==> src/hdl/assert_macros.svh <==
`ifndef ASSERT_MACROS_SVH
`define ASSERT_MACROS_SVH

// same-cycle and next-cycle implication checks, clocked on the rising edge
`ifndef ASSERT_OFF
`define ASSERT_IMPL(label, clk, rst_n, lhs, rhs) \
    label: assert property (@(posedge clk) disable iff (!rst_n) (lhs) |-> (rhs)) \
        else $error("assertion failed");
`define ASSERT_NEXT(label, clk, rst_n, lhs, rhs) \
    label: assert property (@(posedge clk) disable iff (!rst_n) (lhs) |=> (rhs)) \
        else $error("assertion failed");
`else
`define ASSERT_IMPL(label, clk, rst_n, lhs, rhs)
`define ASSERT_NEXT(label, clk, rst_n, lhs, rhs)
`endif

`endif

==> src/hdl/btmx_pkg.sv <==
`default_nettype none

package btmx_pkg;

    localparam int BITS_DEF  = 31;
    localparam int NODES_DEF = 65536;
    localparam int VALUE_W   = 31;

    localparam logic OP_INSERT = 1'b0;
    localparam logic OP_QUERY  = 1'b1;

    typedef struct packed {
        logic load;
        logic step;
        logic out_load;
    } cmd_t;

    typedef struct packed {
        logic short_done;
        logic walk_end;
        logic out_free;
    } stat_t;

endpackage

`default_nettype wire

==> src/hdl/btmx_ctrl.sv <==
`default_nettype none

module btmx_ctrl (
    input  wire logic            clk,
    input  wire logic            rst_n,
    input  wire logic            in_valid,
    output logic                 in_stall,
    output btmx_pkg::cmd_t       cmd,
    input  wire btmx_pkg::stat_t stat
);

    localparam logic [1:0] ST_IDLE   = 2'd0;
    localparam logic [1:0] ST_WALK   = 2'd1;
    localparam logic [1:0] ST_FINISH = 2'd2;

    logic [1:0] state_reg;
    logic [1:0] state_next;

    always_comb
    begin
        state_next = state_reg;
        unique case (state_reg)
            ST_IDLE:
            begin
                if (in_valid)
                begin
                    state_next = stat.short_done ? ST_FINISH : ST_WALK;
                end
            end
            ST_WALK:
            begin
                if (stat.walk_end)
                begin
                    state_next = ST_FINISH;
                end
            end
            ST_FINISH:
            begin
                if (stat.out_free)
                begin
                    state_next = ST_IDLE;
                end
            end
            default:
            begin
                state_next = ST_IDLE;
            end
        endcase
    end

    always_ff @(posedge clk or negedge rst_n)
    begin
        if (!rst_n)
        begin
            state_reg <= ST_IDLE;
        end
        else
        begin
            state_reg <= state_next;
        end
    end

    assign in_stall     = (state_reg != ST_IDLE);
    assign cmd.load     = in_valid && (state_reg == ST_IDLE);
    assign cmd.step     = (state_reg == ST_WALK);
    assign cmd.out_load = (state_reg == ST_FINISH) && stat.out_free;

endmodule

`default_nettype wire
==> config.mk <==
export PLATFORM = sky130hd
export DESIGN_NAME = btmx_ctrl
export DESIGN_NICKNAME = d
export VERILOG_FILES = /design/src/hdl/assert_macros.svh /design/src/hdl/btmx_pkg.sv /design/src/hdl/btmx_ctrl.sv
export SDC_FILE = /design/constraint.sdc
export NUM_CORES = 1
export LEC_CHECK = 0
export BUFFER_PORTS_ARGS = -buffer_cell sky130_fd_sc_hd__buf_2
export CORE_AREA = 2 2 39 41
export CTS_BUF_LIST = sky130_fd_sc_hd__clkbuf_8 sky130_fd_sc_hd__clkbuf_16
export CTS_CLUSTER_SIZE = 30
export DETAILED_ROUTE_END_ITERATION = 7
export DIE_AREA = 0 0 41 43
export PLACE_DENSITY = 0.3
export SLEW_MARGIN = 20
export SYNTH_ARGS = -nofsm -noshare
export SYNTH_HDL_FRONTEND = slang
export SYNTH_SLANG_ARGS = --single-unit
==> constraint.sdc <==
create_clock -name clk -period 1.3 [get_ports clk]
set_clock_uncertainty 0.05 [all_clocks]
set_input_delay 0.195 -clock clk [delete_from_list [all_inputs] [get_ports clk]]
set_output_delay 0.195 -clock clk [all_outputs]
set_load 0.02 [all_outputs]
==> flow_summary.json, run 1 <==
{
  "status": "finished with violations",
  "violations": "setup timing",
  "synthesis.nets": 20,
  "syn_area_per_cell_um2": 9.027,
  "num-nets-final": 37,
  "rsz0062_at_grt": "true",
  "p_leak_nw": 0.1322,
  "port_buffers": 9,
  "grt_pass1_vias": 136,
  "clock-sinks": 2,
  "fin_crit_sh_pct": 101.3,
  "drt_iter0_drc": 3,
  "worst_slack_ns": -0.01715,
  "required_ns": 1.05,
  "htreeDepth": 1,
  "slew_viol_final": 0,
  "clock.fmax_mhz": 759.2,
  "coreArea_mm2": 0.001384,
  "die_height_um": 43,
  "hold_violations": 0,
  "cap_viol_max_count": 0,
  "place_area_um2": 191.4,
  "die_w_um": 41,
  "startpoint_type": "flop",
  "path_buf_inv": 1,
  "overflow": 0,
  "firstDrtPassIters": 2,
  "drive_gt1_share_pct": 51.72,
  "wl_per_cell_um": 7.933,
  "crit_type": "reg2out",
  "crit_chain": "or2_1 -> nor2_1 -> buf_4",
  "clkLatencyLatePin_ns": 0.21,
  "cp_top_family": "flip-flops",
  "postLayoutCellArea_um2": 260.3,
  "final_cell_mix": "buf_2, a21oi_1, clkbuf_8, buf_4, dfrtp_1",
  "cts_tree": "yes",
  "grt_pass1_wl_um": 517,
  "avgViaCountPerCell": 3.422,
  "drcViolationCount": 0,
  "grt_max_degree": 6,
  "min_path_type": "in2reg",
  "grtUsageTotal_pct": 5.126,
  "synth_area_um2": 126.4,
  "vias": 154,
  "cts_made_buffers": 3,
  "die-area_mm2": 0.001763,
  "final_antenna_net_count": 0,
  "slowest_delay_ns": 0.39,
  "area_growth_pct": 105.9,
  "crit_path_end_kind": "output port",
  "power.density_mw_per_mm2": 2260,
  "cp_slowest_cell": "dfrtp_1",
  "worstPathArrival_ns": 1.07,
  "max_slew_margin_pct": 91.72,
  "place_inst": 39,
  "n_antenna_cell": 0,
  "finalNonFillerCells": 45,
  "place_congestion": 0.5701,
  "clkTransAtPathRegs_ns": 0.03,
  "synth_cells": 14,
  "synth_cell_types": 11,
  "start_util_pct": 9.132,
  "antenna_found_initial": 0,
  "setup_viol": 1,
  "vdd_ir_drop_max_mv": 0.6179,
  "rows": 14,
  "seq_area_frac_synth_pct": 39.60,
  "wirelength_um": 357,
  "largest_reg_flops": 2,
  "root_buffer": "clkbuf_8",
  "yosys_warnings": 0,
  "finalSetupTns_ns": -0.01715,
  "crit_fanout": 4,
  "ioPinCount": 10,
  "synth_seq_cells": 2,
  "worst_slew_pin_slew_ns": 0.1242,
  "period_minus_slack_ns": 1.317,
  "cts.path.max_buffers": 2,
  "final_common_cell": "buf_2",
  "fillCellCount": 161
}
-- power breakdown --
part	internal (mW)	leakage, nW	total, mW	switching, mW
combinational	0.117	0.0853	0.240	0.123
clock	0.195	0.0216	0.238	0.0431
sequential	0.0866	0.0253	0.110	0.0234
total	0.399	0.132	0.588	0.189
-- worst reg2reg max path, cell delays in order (launching register included) --
cell and delay [ns]:
dfrtp_1 0.39, or3b_1 0.38, a21oi_1 0.15
-- through the flow --
| step | hold WS (ns) | util (%) | power [mW] | setup WS, ns |
|---|---|---|---|---|
| 5_1_grt | 0.2244 | 18.81 | 0.6370 | -0.06266 |
| 3_5_place_dp | -0.06787 | 13.83 | 0.3095 | 0.1566 |
| 6_report | 0.2117 | 18.81 | 0.5882 | -0.01715 |
| 4_1_cts | 0.2103 | 18.81 | 0.5989 | -0.02080 |
| 2_1_floorplan | -0.1506 | - | 0.2430 | 0.01911 |
| 3_3_place_gp | -0.07000 | 13.83 | 0.3070 | 0.1608 |
-- cells in the mapped netlist --
| master | number | area share [%] |
|---|---|---|
| a21oi_1 | 3 | 12 |
| inv_1 | 1 | 3.0 |
| and3b_2 | 1 | 7.9 |
| or2b_1 | 1 | 5.9 |
| nor2b_1 | 1 | 5.0 |
| nor2_1 | 1 | 3.0 |
| dfrtp_1 | 2 | 40 |
| or3b_1 | 1 | 6.9 |
| o21a_1 | 1 | 5.9 |
| nand3b_1 | 1 | 5.9 |
| or2_1 | 1 | 5.0 |
-- path summary, 6_finish.rpt --
| path | from | endpoint | slack (ns) | depth (start not counted) |
|---|---|---|---|---|
| worst max-delay path | state_reg[1]$_DFFE_PN0P_ | cmd[2] | -0.02 | 3 |
| worst min-delay path | stat[0] | state_reg[1]$_DFFE_PN0P_ | 0.21 | 3 |
| max in group asynchronous | rst_n | state_reg[1]$_DFFE_PN0P_ | 0.86 | 2 |
| worst max register to register | state_reg[0]$_DFFE_PN0P_ | state_reg[0]$_DFFE_PN0P_ | 0.25 | 2 |
| worst min register to register | state_reg[1]$_DFFE_PN0P_ | state_reg[0]$_DFFE_PN0P_ | 0.53 | 2 |
| min in group asynchronous | rst_n | state_reg[0]$_DFFE_PN0P_ | 0.24 | 2 |
-- repair_timing --
action / in CTS / in global routing
endpoints found under the hold margin: 2 / 0
setup endpoints to repair: 1 / 1
resized for setup: 1 / 0
hold buffers: 1 / 0
setup buffers: 2 / 0
-- final cells by class --
type / instances / area, µm² / area share [%]
tap: 16 / 20.02 / 7.692
inverter: 1 / 3.754 / 1.442
timing repair buffer: 12 / 72.57 / 27.88
sequential: 2 / 50.05 / 19.23
multi-input combinational: 11 / 72.57 / 27.88
clock buffer: 3 / 41.29 / 15.87
-- logic make-up after synthesis --
group / Yosys count / share of synthesized area [%]
AND/OR/NAND/NOR: 7 / 39.61
AO/OA/AOI/OAI: 4 / 17.82
flip-flops: 2 / 39.61
buffers and inverters: 1 / 2.967
-- metal layers --
| metal | up-vias | routed length, µm | track usage (%) |
|---|---|---|---|
| li1 | 78 | - | - |
| met1 | 66 | 173 | 4.839 |
| met2 | 10 | 122 | 5.625 |
| met3 | 0 | 61 | 4.712 |
| met4 | 0 | 0 | 6.000 |
| met5 | - | 0 | 0 |
(Power assumes the default switching activity.)
==> run 2: changes to the inputs <==
Settings changed: CELL_PAD_IN_SITES_DETAIL_PLACEMENT set to 1, CELL_PAD_IN_SITES_GLOBAL_PLACEMENT set to 2, PLACE_DENSITY 0.3 to 0.46.
==> flow_summary.json, run 2 (synthesis results as in run 1) <==
{
  "cts_made_buffers": 3,
  "cts.path.max_buffers": 2,
  "clock.fmax_mhz": 754.7,
  "grt_pass1_vias": 173,
  "final_cell_mix": "buf_2, buf_4, a21oi_1, clkbuf_8, dfrtp_1",
  "hold_violations": 0,
  "num-nets-final": 40,
  "coreArea_mm2": 0.001384,
  "timing.rr.start": "state_reg[0]$_DFFE_PN0P_",
  "power.density_mw_per_mm2": 2247,
  "die_height_um": 43,
  "clkLatencyLatePin_ns": 0.21,
  "hold_end": "state_reg[1]$_DFFE_PN0P_",
  "crit_chain": "or2_1 -> nor2_1 -> buf_4",
  "htreeDepth": 1,
  "place_congestion": 0.5361,
  "reg2reg_slack_ns": 0.13,
  "drcViolationCount": 0,
  "rr_endpoint": "state_reg[0]$_DFFE_PN0P_",
  "hold_path.startpoint": "stat[0]",
  "cts_tree": "yes",
  "min_path_type": "in2reg",
  "wirelength_um": 461,
  "preCtsSetupSlack_ns": 0.1453,
  "final_common_cell": "buf_2",
  "ioPinCount": 10,
  "cp_slowest_cell": "dfrtp_1",
  "r2r_cells": 3,
  "clkTransAtPathRegs_ns": 0.03,
  "overflow": 0,
  "post-route-util_pct": 20.43,
  "path_buf_inv": 1,
  "firstDrtPassIters": 2,
  "drive_gt1_share_pct": 56.25,
  "worst_slack_ns": -0.02506,
  "period_minus_slack_ns": 1.325,
  "start_util_pct": 9.132,
  "largest_reg_flops": 2,
  "grtUsageTotal_pct": 6.827,
  "required_ns": 1.05,
  "port_buffers": 9,
  "root_buffer": "clkbuf_8",
  "die-area_mm2": 0.001763,
  "grt_busiest_layer": "met2",
  "finalSetupTns_ns": -0.02506,
  "vias": 179,
  "worstPathArrival_ns": 1.08,
  "status": "finished with violations",
  "timing.hold.ws_ns": 0.2076,
  "total_power_mw": 0.6355,
  "wl_per_cell_um": 9.604,
  "clock-sinks": 2,
  "area_growth_pct": 123.8,
  "n_antenna_cell": 0,
  "fillCellCount": 170,
  "rsz0062_at_grt": "true",
  "worst_slew_pin_slew_ns": 0.1182,
  "violations": "setup timing",
  "crit_type": "reg2out",
  "p_leak_nw": 0.1477,
  "rows": 14,
  "startpoint_type": "flop",
  "fin_crit_sh_pct": 101.9,
  "slew_viol_final": 0,
  "grt_max_degree": 5,
  "gr-usage-met1_pct": 6.109,
  "crit_path_end_kind": "output port",
  "cp_top_family": "flip-flops",
  "met3_usage_pct": 6.283,
  "antenna_found_initial": 0,
  "cap_viol_max_count": 0,
  "worst-path-stages": 3,
  "crit_fanout": 4,
  "avgViaCountPerCell": 3.729,
  "setup_viol": 1,
  "drt_iter0_drc": 1,
  "grt_pass1_wl_um": 690,
  "vdd_ir_drop_max_mv": 0.7113,
  "max_slew_margin_pct": 92.12,
  "die_w_um": 41,
  "slowest_delay_ns": 0.38,
  "final_antenna_net_count": 0,
  "use_met2_pct": 8.750,
  "hold-path-cell-count": 3
}
run 2: how the worst max path moves through the flow:
| stage | slack [ns] | to | startpoint |
|---|---|---|---|
| CTS | -0.03 | cmd[2] | state_reg[0]$_DFFE_PN0P_ |
| global placement | 0.16 | cmd[2] | state_reg[1]$_DFFE_PN0P_ |
| global route | -0.06 | cmd[2] | state_reg[0]$_DFFE_PN0P_ |
| detailed placement | 0.15 | cmd[2] | state_reg[1]$_DFFE_PN0P_ |
| finish | -0.03 | cmd[2] | state_reg[0]$_DFFE_PN0P_ |
| floorplan | 0.02 | cmd[2] | state_reg[1]$_DFFE_PN0P_ |
run 2: per-stage QoR:
stage               cell area (µm²)  instances
floorplan                     126.4         14
global placement              191.4         39
detailed placement            191.4         39
CTS                           275.3         47
global route                  282.8         48
finish                        282.8         48
run 2: repair_timing:
| action | 4_1_cts | 5_1_grt |
|---|---|---|
| hold buffers | 1 | 0 |
| endpoints found under the hold margin | 2 | 0 |
| cloned | 0 | 0 |
| buffers inserted | 4 | 1 |
| resized for setup | 1 | 0 |
| pin swaps | 1 | 0 |
| setup endpoints to repair | 1 | 1 |
run 2: report_power, final:
group	total, mW	internal (mW)	switching [mW]	leakage (nW)
sequential	0.108	0.0867	0.0215	0.0253
clock	0.239	0.195	0.0439	0.0216
combinational	0.288	0.153	0.135	0.101
total	0.635	0.435	0.201	0.148
run 2: per-layer routing:
metal / share of wire, % / vias to the layer above / wire (µm)
li1: - / 85 / -
met1: 40 / 80 / 184
met2: 43 / 12 / 199
met3: 15 / 2 / 71
met4: 1.3 / 0 / 6
met5: 0 / - / 0
run 2: layout make-up:
| cell class | instances | area (µm²) | share of cell area (%) |
|---|---|---|---|
| Clock buffer | 3 | 41.29 | 14.60 |
| Multi-Input combinational cell | 11 | 72.57 | 25.66 |
| Timing Repair Buffer | 15 | 95.09 | 33.63 |
| Sequential cell | 2 | 50.05 | 17.70 |
| Tap cell | 16 | 20.02 | 7.080 |
| Inverter | 1 | 3.754 | 1.327 |
run 2: worst reg2reg max path: stages (launching register included):
cell and delay, ns:
dfrtp_1 0.38, buf_4 0.14, or3b_1 0.36, a21oi_1 0.15
